File: src/rtl/mexp_pkg.sv
// shared constants, types and state encodings for the modular exponentiation core
// no dependencies; imported by mexp_mulmod and modular_exponentiation_core
package mexp_pkg;

  localparam int unsigned EXP_WIDTH = 32;
  localparam int unsigned MOD_WIDTH = 32;
  localparam int unsigned DATA_W    = 32;
  localparam int unsigned EXP_W     = (EXP_WIDTH < DATA_W) ? EXP_WIDTH : DATA_W;
  localparam int unsigned PROD_W    = DATA_W + MOD_WIDTH;
  localparam int unsigned RED_STEPS = (PROD_W + 1) / 2;
  localparam int unsigned RED_W     = 2 * RED_STEPS;
  localparam int unsigned CNT_W     = $clog2(RED_STEPS + 1);

  typedef enum logic [2:0] {
    S_IDLE,
    S_LOAD,
    S_BRED,
    S_STEP,
    S_MUL,
    S_ADV,
    S_SQR,
    S_FIN
  } seq_state_e;

  typedef enum logic [1:0] {
    U_IDLE,
    U_MUL,
    U_RED
  } unit_state_e;

  typedef struct packed {
    logic                 start;
    logic [DATA_W-1:0]    a;
    logic [MOD_WIDTH-1:0] b;
    logic [MOD_WIDTH-1:0] m;
  } mm_req_t;

  typedef struct packed {
    logic                 busy;
    logic                 done;
    logic [MOD_WIDTH-1:0] res;
  } mm_rsp_t;

endpackage

File: src/rtl/mexp_mulmod.sv
// shared modular multiply unit: registered product, then restoring remainder two bits a cycle
// depends on mexp_pkg
module mexp_mulmod import mexp_pkg::*; (
  input  logic    clk_i,
  input  logic    rst_ni,
  input  mm_req_t req_i,
  output mm_rsp_t rsp_o
);

  unit_state_e          state_q, state_d;
  logic [CNT_W-1:0]     cnt_q;
  logic [DATA_W-1:0]    a_q;
  logic [MOD_WIDTH-1:0] b_q;
  logic [MOD_WIDTH-1:0] m_q;
  logic [RED_W-1:0]     div_q;
  logic [MOD_WIDTH-1:0] rem_q;
  logic [PROD_W-1:0]    prod;
  logic [MOD_WIDTH-1:0] rem_step1;
  logic [MOD_WIDTH-1:0] rem_step2;

  // one restoring step: bring in the next dividend bit, subtract once if needed
  function automatic logic [MOD_WIDTH-1:0] red_bit(input logic [MOD_WIDTH-1:0] r,
                                                   input logic                 nb,
                                                   input logic [MOD_WIDTH-1:0] m);
    logic [MOD_WIDTH:0] t;
    t = {r, nb};
    if (t >= {1'b0, m}) begin
      t = t - {1'b0, m};
    end
    return t[MOD_WIDTH-1:0];
  endfunction

  assign prod      = PROD_W'(a_q) * PROD_W'(b_q);
  assign rem_step1 = red_bit(rem_q, div_q[RED_W-1], m_q);
  assign rem_step2 = red_bit(rem_step1, div_q[RED_W-2], m_q);

  always_comb begin
    state_d = state_q;
    case (state_q)
      U_IDLE: begin
        if (req_i.start) begin
          state_d = U_MUL;
        end
      end
      U_MUL: begin
        state_d = U_RED;
      end
      U_RED: begin
        if (cnt_q == '0) begin
          state_d = U_IDLE;
        end
      end
      default: begin
        state_d = U_IDLE;
      end
    endcase
  end

  always_comb begin
    rsp_o.busy = (state_q != U_IDLE);
    rsp_o.done = (state_q == U_RED) && (cnt_q == '0);
    rsp_o.res  = rem_q;
  end

  always_ff @(posedge clk_i or negedge rst_ni) begin
    if (!rst_ni) begin
      state_q <= U_IDLE;
      cnt_q   <= '0;
    end else begin
      state_q <= state_d;
      if (state_q == U_MUL) begin
        cnt_q <= CNT_W'(RED_STEPS);
      end else if (state_q == U_RED && cnt_q != '0) begin
        cnt_q <= cnt_q - CNT_W'(1);
      end
    end
  end

  always_ff @(posedge clk_i) begin
    if (state_q == U_IDLE && req_i.start) begin
      a_q <= req_i.a;
      b_q <= req_i.b;
      m_q <= req_i.m;
    end
    if (state_q == U_MUL) begin
      div_q <= RED_W'(prod);
      rem_q <= '0;
    end else if (state_q == U_RED && cnt_q != '0) begin
      div_q <= div_q << 2;
      rem_q <= rem_step2;
    end
  end

endmodule

File: src/rtl/modular_exponentiation_core.sv
// modular exponentiation core: right-to-left square and multiply over one shared mulmod unit
// a zero exponent or zero modulus skips the mulmod unit; otherwise the run time grows with k,
// k = highest set exponent bit position plus one, and is shorter for each clear bit below it
// each modular product runs in the shared unit; one item at a time
// a finished item waits in the output register while the next item is taken
// rst_ni clears all control state asynchronously; no memories, no clearing pass
module modular_exponentiation_core import mexp_pkg::*; (
  input  logic              clk_i,
  input  logic              rst_ni,
  input  logic              in_valid_i,
  output logic              in_stall_o,
  input  logic [DATA_W-1:0] base_i,
  input  logic [DATA_W-1:0] exponent_i,
  input  logic [DATA_W-1:0] modulus_i,
  output logic              out_valid_o,
  input  logic              out_stall_i,
  output logic [DATA_W-1:0] power_mod_o
);

  seq_state_e           state_q, state_d;
  logic [DATA_W-1:0]    base_q;
  logic [EXP_W-1:0]     e_q, e_d;
  logic [MOD_WIDTH-1:0] m_q;
  logic [MOD_WIDTH-1:0] acc_q, acc_d;
  logic [MOD_WIDTH-1:0] pw_q, pw_d;
  logic                 out_valid_q;
  logic [DATA_W-1:0]    power_mod_q;
  logic                 in_acc;
  logic                 out_load;
  logic [EXP_W-1:0]     e_next;
  mm_req_t              req;
  mm_rsp_t              rsp;

  mexp_mulmod u_mulmod (
    .clk_i  (clk_i),
    .rst_ni (rst_ni),
    .req_i  (req),
    .rsp_o  (rsp)
  );

  assign in_stall_o  = (state_q != S_IDLE);
  assign in_acc      = in_valid_i && !in_stall_o;
  assign out_valid_o = out_valid_q;
  assign power_mod_o = power_mod_q;
  assign e_next      = e_q >> 1;

  always_comb begin
    state_d = state_q;
    case (state_q)
      S_IDLE: begin
        if (in_acc) begin
          state_d = S_LOAD;
        end
      end
      S_LOAD: begin
        if (e_q == '0 || m_q == '0) begin
          state_d = S_FIN;
        end else begin
          state_d = S_BRED;
        end
      end
      S_BRED: begin
        if (rsp.done) begin
          state_d = S_STEP;
        end
      end
      S_STEP: begin
        state_d = e_q[0] ? S_MUL : S_ADV;
      end
      S_MUL: begin
        if (rsp.done) begin
          state_d = S_ADV;
        end
      end
      S_ADV: begin
        // last set bit handled: the final squaring is not needed
        state_d = (e_next == '0) ? S_FIN : S_SQR;
      end
      S_SQR: begin
        if (rsp.done) begin
          state_d = S_STEP;
        end
      end
      S_FIN: begin
        if (!out_valid_q || !out_stall_i) begin
          state_d = S_IDLE;
        end
      end
      default: begin
        state_d = S_IDLE;
      end
    endcase
  end

  always_comb begin
    req.start = 1'b0;
    req.a     = DATA_W'(pw_q);
    req.b     = pw_q;
    req.m     = m_q;
    acc_d     = acc_q;
    pw_d      = pw_q;
    e_d       = e_q;
    out_load  = 1'b0;
    case (state_q)
      S_LOAD: begin
        // zero modulus with nonzero exponent gives 0; zero exponent gives 1
        acc_d = (e_q != '0 && m_q == '0) ? '0 : MOD_WIDTH'(1);
        if (e_q != '0 && m_q != '0) begin
          // reduce the base once up front
          req.start = 1'b1;
          req.a     = base_q;
          req.b     = MOD_WIDTH'(1);
        end
      end
      S_BRED: begin
        if (rsp.done) begin
          pw_d = rsp.res;
        end
      end
      S_STEP: begin
        if (e_q[0]) begin
          req.start = 1'b1;
          req.a     = DATA_W'(acc_q);
          req.b     = pw_q;
        end
      end
      S_MUL: begin
        if (rsp.done) begin
          acc_d = rsp.res;
        end
      end
      S_ADV: begin
        e_d = e_next;
        if (e_next != '0) begin
          req.start = 1'b1;
        end
      end
      S_SQR: begin
        if (rsp.done) begin
          pw_d = rsp.res;
        end
      end
      S_FIN: begin
        out_load = !out_valid_q || !out_stall_i;
      end
      default: begin
        out_load = 1'b0;
      end
    endcase
  end

  always_ff @(posedge clk_i or negedge rst_ni) begin
    if (!rst_ni) begin
      state_q     <= S_IDLE;
      out_valid_q <= 1'b0;
    end else begin
      state_q <= state_d;
      if (out_load) begin
        out_valid_q <= 1'b1;
      end else if (!out_stall_i) begin
        out_valid_q <= 1'b0;
      end
    end
  end

  always_ff @(posedge clk_i) begin
    if (in_acc) begin
      base_q <= base_i;
      e_q    <= exponent_i[EXP_W-1:0];
      m_q    <= modulus_i[MOD_WIDTH-1:0];
    end else begin
      e_q <= e_d;
    end
    acc_q <= acc_d;
    pw_q  <= pw_d;
    if (out_load) begin
      power_mod_q <= DATA_W'(acc_q);
    end
  end

`ifndef SYNTH
  a_done_when_waiting: assert property (@(posedge clk_i) disable iff (!rst_ni)
    rsp.done |-> (state_q == S_BRED || state_q == S_MUL || state_q == S_SQR))
    else $error("mulmod result arrived while sequencer was not waiting");

  a_res_below_mod: assert property (@(posedge clk_i) disable iff (!rst_ni)
    rsp.done |-> (rsp.res < m_q))
    else $error("mulmod result not reduced below modulus");

  a_start_when_free: assert property (@(posedge clk_i) disable iff (!rst_ni)
    req.start |-> !rsp.busy)
    else $error("mulmod started while busy");
`endif

endmodule
File: config.mk
export PLATFORM = sky130hd
export DESIGN_NAME = modular_exponentiation_core
export DESIGN_NICKNAME = d
export VERILOG_FILES = /design/src/rtl/mexp_pkg.sv /design/src/rtl/mexp_mulmod.sv /design/src/rtl/modular_exponentiation_core.sv
export SDC_FILE = /design/constraint.sdc
export NUM_CORES = 2
export LEC_CHECK = 0
export BUFFER_PORTS_ARGS = -buffer_cell sky130_fd_sc_hd__buf_2
export CELL_PAD_IN_SITES_DETAIL_PLACEMENT = 0
export CELL_PAD_IN_SITES_GLOBAL_PLACEMENT = 1
export CORE_MARGIN = 2
export CORE_UTILIZATION = 40
export CTS_CLUSTER_SIZE = 8
export DETAILED_ROUTE_END_ITERATION = 10
export HOLD_SLACK_MARGIN = 0.08
export PLACE_DENSITY_LB_ADDON = 0.1
export SLEW_MARGIN = 20
export SYNTH_ARGS = -nofsm -noshare
export SYNTH_HDL_FRONTEND = slang
export SYNTH_SLANG_ARGS = --single-unit
export TNS_END_PERCENT = 20
File: constraint.sdc
create_clock -name clk_i -period 9 [get_ports clk_i]
set_input_delay 1.35 -clock clk_i [delete_from_list [all_inputs] [get_ports clk_i]]
set_output_delay 1.35 -clock clk_i [all_outputs]
set_load 0.005 [all_outputs]
* After elaboration in Yosys (flattened, before gate mapping) *
Index checks and enable logic that the tools add are counted.

storage, ports and cells
  bits in registers = 396
  latch bits = 0
  bits in writable memories = 0
  memory bits (read-only) = 0
  input port bits = 100
  output and inout port bits = 34
  word-level logic and storage cells = 97
  memories = 0

cells by class
  add/sub/neg operators = 3
  $mul = 1
  divide/modulo/power cells = 0
  order comparisons = 2
  equal/unequal tests = 16
  shift operators = 0
  mux-type cells = 30
  bitwise logic cells = 0
  reductions and logical operators = 30

operators with widths
  cell                                                                     count
  32-bit 2-to-1 mux                                                        5
  65-bit 2-to-1 mux                                                        2
  64-bit 2-to-1 mux                                                        2
  64-bit one-hot mux with 2 select lines                                   1
  32-bit logical NOT                                                       3
  32-bit nonzero test                                                      3
  33-bit by 32-bit greater-or-equal comparator with 1-bit output           2
  32-bit by 32-bit multiplier with 64-bit output                           1
  32-bit one-hot mux with 2 select lines                                   1
  32-bit subtractor                                                        2
  3-bit one-hot mux with 7 select lines                                    1
  3-bit 2-to-1 mux                                                         5
  3-bit equality test, second input constant                               4
  6-bit 2-to-1 mux                                                         2
  2-bit by 1-bit inequality test with 1-bit output, second input constant  4
  1-bit 2-to-1 mux                                                         7
  3-bit by 2-bit equality test with 1-bit output, second input constant    2
  1-bit logical AND                                                        6
  6-bit logical NOT                                                        1
  2-bit inequality test, second input constant                             3
  2-bit one-hot mux with 3 select lines                                    1
  2-bit AND reduction                                                      3
  2-bit nonzero test                                                       3
  6-bit nonzero test                                                       1
  other kinds (13)                                                         17

* Depth between registers and ports, before layout *
  depth after elaboration = 6
  gate-level depth with buffers = 28
  mapped depth without buffers = 26

* Hierarchy *
A second synthesis with hierarchy kept.

second synthesis, totals
  cells, all modules = 5183
  area, all modules = 52328.9 um^2

modules (own cells, without submodules)
  module                       instances  cells each  area an instance (um^2)  sequential area each (um^2)
  mexp_mulmod                  1          4739        44616.5                  5645.4
  modular_exponentiation_core  1          444         7712.4                   5865.6

* Least setup slack after synthesis *
No wires, ideal clock.

  path kind = flip-flop to flip-flop
  start = register e_q[25]
  end = register u_mulmod.a_q[0] (enable)
  library setup time = 0.668 ns
  arrival = 7.592 ns
  data required time = 8.332 ns
  setup slack = 0.740 ns
  stages on the path, launching flop included = 10
  path buffers = 0
  period minus slack after synthesis = 8.260 ns
  path through = edfxtp_1 -> nor4_1 -> nand4_1 -> nor3_1 -> nor3_1 -> inv_1 -> nand2_1 -> nand2_1 -> o21a_1 -> nor3_1

between the ends
  cells in the longest elaborated chain, start to end = 5
  elaborated cells between the ends (all ways) = 7
  classes of those cells = 3 x mux; 4 x reduce/logical

ends and longest elaborated chain
  item                                     line                                source
  start, declared                          modular_exponentiation_core.sv:22   logic [EXP_W-1:0] e_q, e_d;
  start signal, assigned                   modular_exponentiation_core.sv:169  e_q <= exponent_i[EXP_W-1:0];
  32-bit nonzero test                      modular_exponentiation_core.sv:108  if (e_q != '0 && m_q != '0) begin
  1-bit logical AND                        modular_exponentiation_core.sv:108
  65-bit 2-to-1 mux                        modular_exponentiation_core.sv:108
  1-bit one-hot mux with 3 select lines *  modular_exponentiation_core.sv:104  case (state_q)
  1-bit logical AND *                      mexp_mulmod.sv:80                   if (state_q == U_IDLE && req_i.start) begin
  end signal, assigned                     mexp_mulmod.sv:81                   a_q <= req_i.a;
  end, declared                            mexp_mulmod.sv:12                   logic [DATA_W-1:0] a_q;

Every way passes the cells marked *; elsewhere a longest branch is shown, timed or not.
A chain may end at the register's enable or synchronous reset.

* Worst setup path after layout *
  start = register u_mulmod.a_q[27]
  end = register u_mulmod.div_q[60] (data pin)

between the ends
  cells in the longest elaborated chain, start to end = 2

ends and longest elaborated chain
  item                                            line               source
  32-bit by 32-bit multiplier with 64-bit output  mexp_mulmod.sv:33  assign prod = PROD_W'(a_q) * PROD_W'(b_q);
  64-bit 2-to-1 mux                               mexp_mulmod.sv:85  if (state_q == U_MUL) begin
  end signal, assigned                            mexp_mulmod.sv:86  div_q <= RED_W'(prod);
  end signal, assigned                            mexp_mulmod.sv:89  div_q <= div_q << 2;
  end, declared                                   mexp_mulmod.sv:15  logic [RED_W-1:0] div_q;

Every way passes these cells.

==> impl_metrics.yaml <==
sta:
  finalSetupViolCount: 0
  hold_violations: 0
  maxSlewViolCount: 0
  slew_headroom_pct: 31.1
  fin_setup_tns_ps: 0
  grt_setup_unrepaired: "no"
  clock.fmax_mhz: 114
  period_share_pct: 97.7
  skew_ps: 45.1
  min_period_ps: 8800
  tightest_slew_ps: 1030
yosys:
  synth_commonest_cells: "935 x inv_1, 898 x fa_1, 633 x and2_1"
  post_synth.cell_area_avg_sq_um: 10.1
  netlist_area_sq_um: 51600
  yosysSeqAreaShare_pct: 22.3
  synth_seq_cells: 396
  ys.warnings.count: 0
  synth_edf_count: 352
  synth_most_common_cell: "inv_1"
  synthCells: 5098
  synth_area_leader_cell: "fa_1"
  synth.distinct_cells: 86
  synth_nets: 6425
  ys.flop_type: "edfxtp_1"
  async_reset_ff_share_pct: 3.03
  synthTopCellsByArea: "fa_1 35%, edfxtp_1 20%, ha_1 8.0%"
  synth_top_area_share_pct: 34.9
worst_setup_path:
  critPathKind: "register to register"
  worst_setup_path_end_kind: "register"
  crit_arrival_ps: 9140
  crit_family: "adder cells"
  start_kind: "register"
  worstPathMaxFanout: 12
  critPathMostFrequentCell: "fa_1"
  crit_buf_inv: 4
  worstPathRequired_ps: 9340
  crit_slowest_cell: "edfxtp_1"
  cpPeakStageDelay_ps: 800
  worstPathCellList: "nand2_1 -> fa_1 -> fa_1 -> fa_1 -> fa_1 -> inv_1 -> fa_1 -> fa_1 -> fa_1 -> inv_1 -> fa_1 -> inv_1 -> ha_1 -> and3_1 -> nand2_1 -> nor3b_1 -> o21ai_0 -> a31oi_1 -> o21ai_1 -> buf_4 -> o21a_1 -> o31ai_1 -> xnor2_1 -> o21ai_0"
floorplanning:
  die_w_um: 363
  num_rows: 131
  ioPinCount: 134
  die_area_sq_um: 132000
  die_h_um: 363
  initial_core_util_pct: 40.3
  core_sq_um: 128000
clock_tree:
  clock_path_buffers: 3
  hold_buffers: 0
  cts_sinks: 396
  ctsHtreeMaxLevel: 2
  cts_tree: "built"
  clk_latency_ps: 640
  worst_setup_hold_path_clk_slew_ps: 60
  cts_root_buffer: "clkbuf_16"
  cts_buffers: 56
routing:
  drtPass1Iterations: 7
  routed_wirelength_um: 150000
  ant_nets: 0
  drc_errors: 0
  wl_per_cell_um: 21.7
  drt_iter0_markers: 2172
  vias: 35100
  avgViaCountPerCell: 5.08
job:
  drv_cap: 0
status:
  outcome: "finished, final reports clean"
layout:
  seq_area_sq_um: 11500
  layout.nets: 6537
  diodes: 0
  drive_gt1_share_pct: 9.07
  multi_input_area_sq_um: 35600
  area_growth_pct: 10.2
  fill_cells: 12400
global_route:
  grt_max_degree: 79
  grt_pass1_vias: 37900
  grt_pass1_wl_um: 235000
  overflow: 0
  grt_use_total_pct: 23.3
  antenna_found_initial: 3
min_path:
  min_path_type: "register to register"
placed_design:
  port_buffers: 133
  hpwl_um: 121000
  gp_congestion: 0.886
==> state kept, by name (all words and copies together), names as in the netlist, 32 cells and up <==
name and count:
u_mulmod.div_q 64, u_mulmod.rem_q 32, e_q 32, u_mulmod.b_q 32, m_q 32, power_mod_o 32, base_q 32, acc_q 32
u_mulmod.m_q 32, pw_q 32, u_mulmod.a_q 32
==> final cells by class <==
cell class	count	share of cell area, %
clock buffers	104	2.87
clock inverters	2	0.106
inverters	935	6.17
multi-input cells	3502	62.5
flip-flops and latches	396	20.2
well taps	1662	3.66
repair buffers	319	4.41
==> through the flow <==
stage                     area, sq um  instances  setup slack [ps]  util, %  hold WS, ps
after floorplan                 51600       5098               740        -          427
after global placement          54800       6783               197     42.8          430
after detailed placement        54800       6783               127     42.8          434
after CTS                       56500       6889              52.6     44.2          447
after global routing            56900       6920              1.87     44.5          460
final                           56900       6920               204     44.5          442
==> cell usage in the layout, fill, tap and decap left out, types with 17 or more instances in the layout <==
cell type and n:
a21o_1 61, a21oi_1 127, a222oi_1 32, a31oi_1 17, and2_1 630, and3_1 21, buf_12 34, buf_2 133
buf_4 147, clkbuf_1 44, clkbuf_16 57, dfxtp_1 32, edfxtp_1 352, fa_1 898, ha_1 329, inv_1 934
mux2_2 57, mux2i_1 24, nand2_1 603, nand3_1 44, nand4_1 27, nor2_1 70, nor2b_1 40, nor3_1 17
nor4_1 21, o21a_1 27, o21ai_0 147, o21bai_1 28, xnor2_1 69, xor2_1 50
==> kinds of logic (layout without fill, tap and decap cells) <==
| family | Yosys count | count (layout) | share of synthesized area, % |
|---|---|---|---|
| compound gates | 543 | 543 | 6.98 |
| xor+xnor | 119 | 119 | 2.02 |
| fa+ha+maj | 1227 | 1227 | 42.8 |
| buf+inv | 1200 | 1360 | 8.84 |
| flops | 396 | 396 | 22.3 |
| mux | 83 | 83 | 1.77 |
| simple gates | 1530 | 1530 | 15.2 |
==> repair_timing <==
action                     4_1_cts  5_1_grt
setup endpoints to repair        0        6
gates resized for setup          0        1
setup buffers                    0       31
==> metal layers <==
metal,part of all wire [%],vias up,track usage [%]
met5,0,-,0
met4,1.9,0,4.27
met3,3.7,125,1.96
met2,45,691,37.0
met1,49,18100,35.1
li1,-,16200,-
==> worst paths after layout <==
path | startpoint | endpoint | slack, ps | cells past startpoint
max in group asynchronous | rst_ni | u_mulmod.cnt_q[1] | 8180 | 1
min in group asynchronous | rst_ni | u_mulmod.state_q[0] | 590 | 1
hold / removal | acc_q[7] | power_mod_o[7] | 440 | 0
setup / recovery | u_mulmod.a_q[27] | u_mulmod.div_q[60] | 200 | 24
hold reg to reg | acc_q[7] | power_mod_o[7] | 440 | 0
setup reg to reg | u_mulmod.a_q[27] | u_mulmod.div_q[60] | 200 | 24
Power is left out: the tool's default activity adds up to more than one toggle a clock period on the data nets, which glitch-free logic cannot reach.
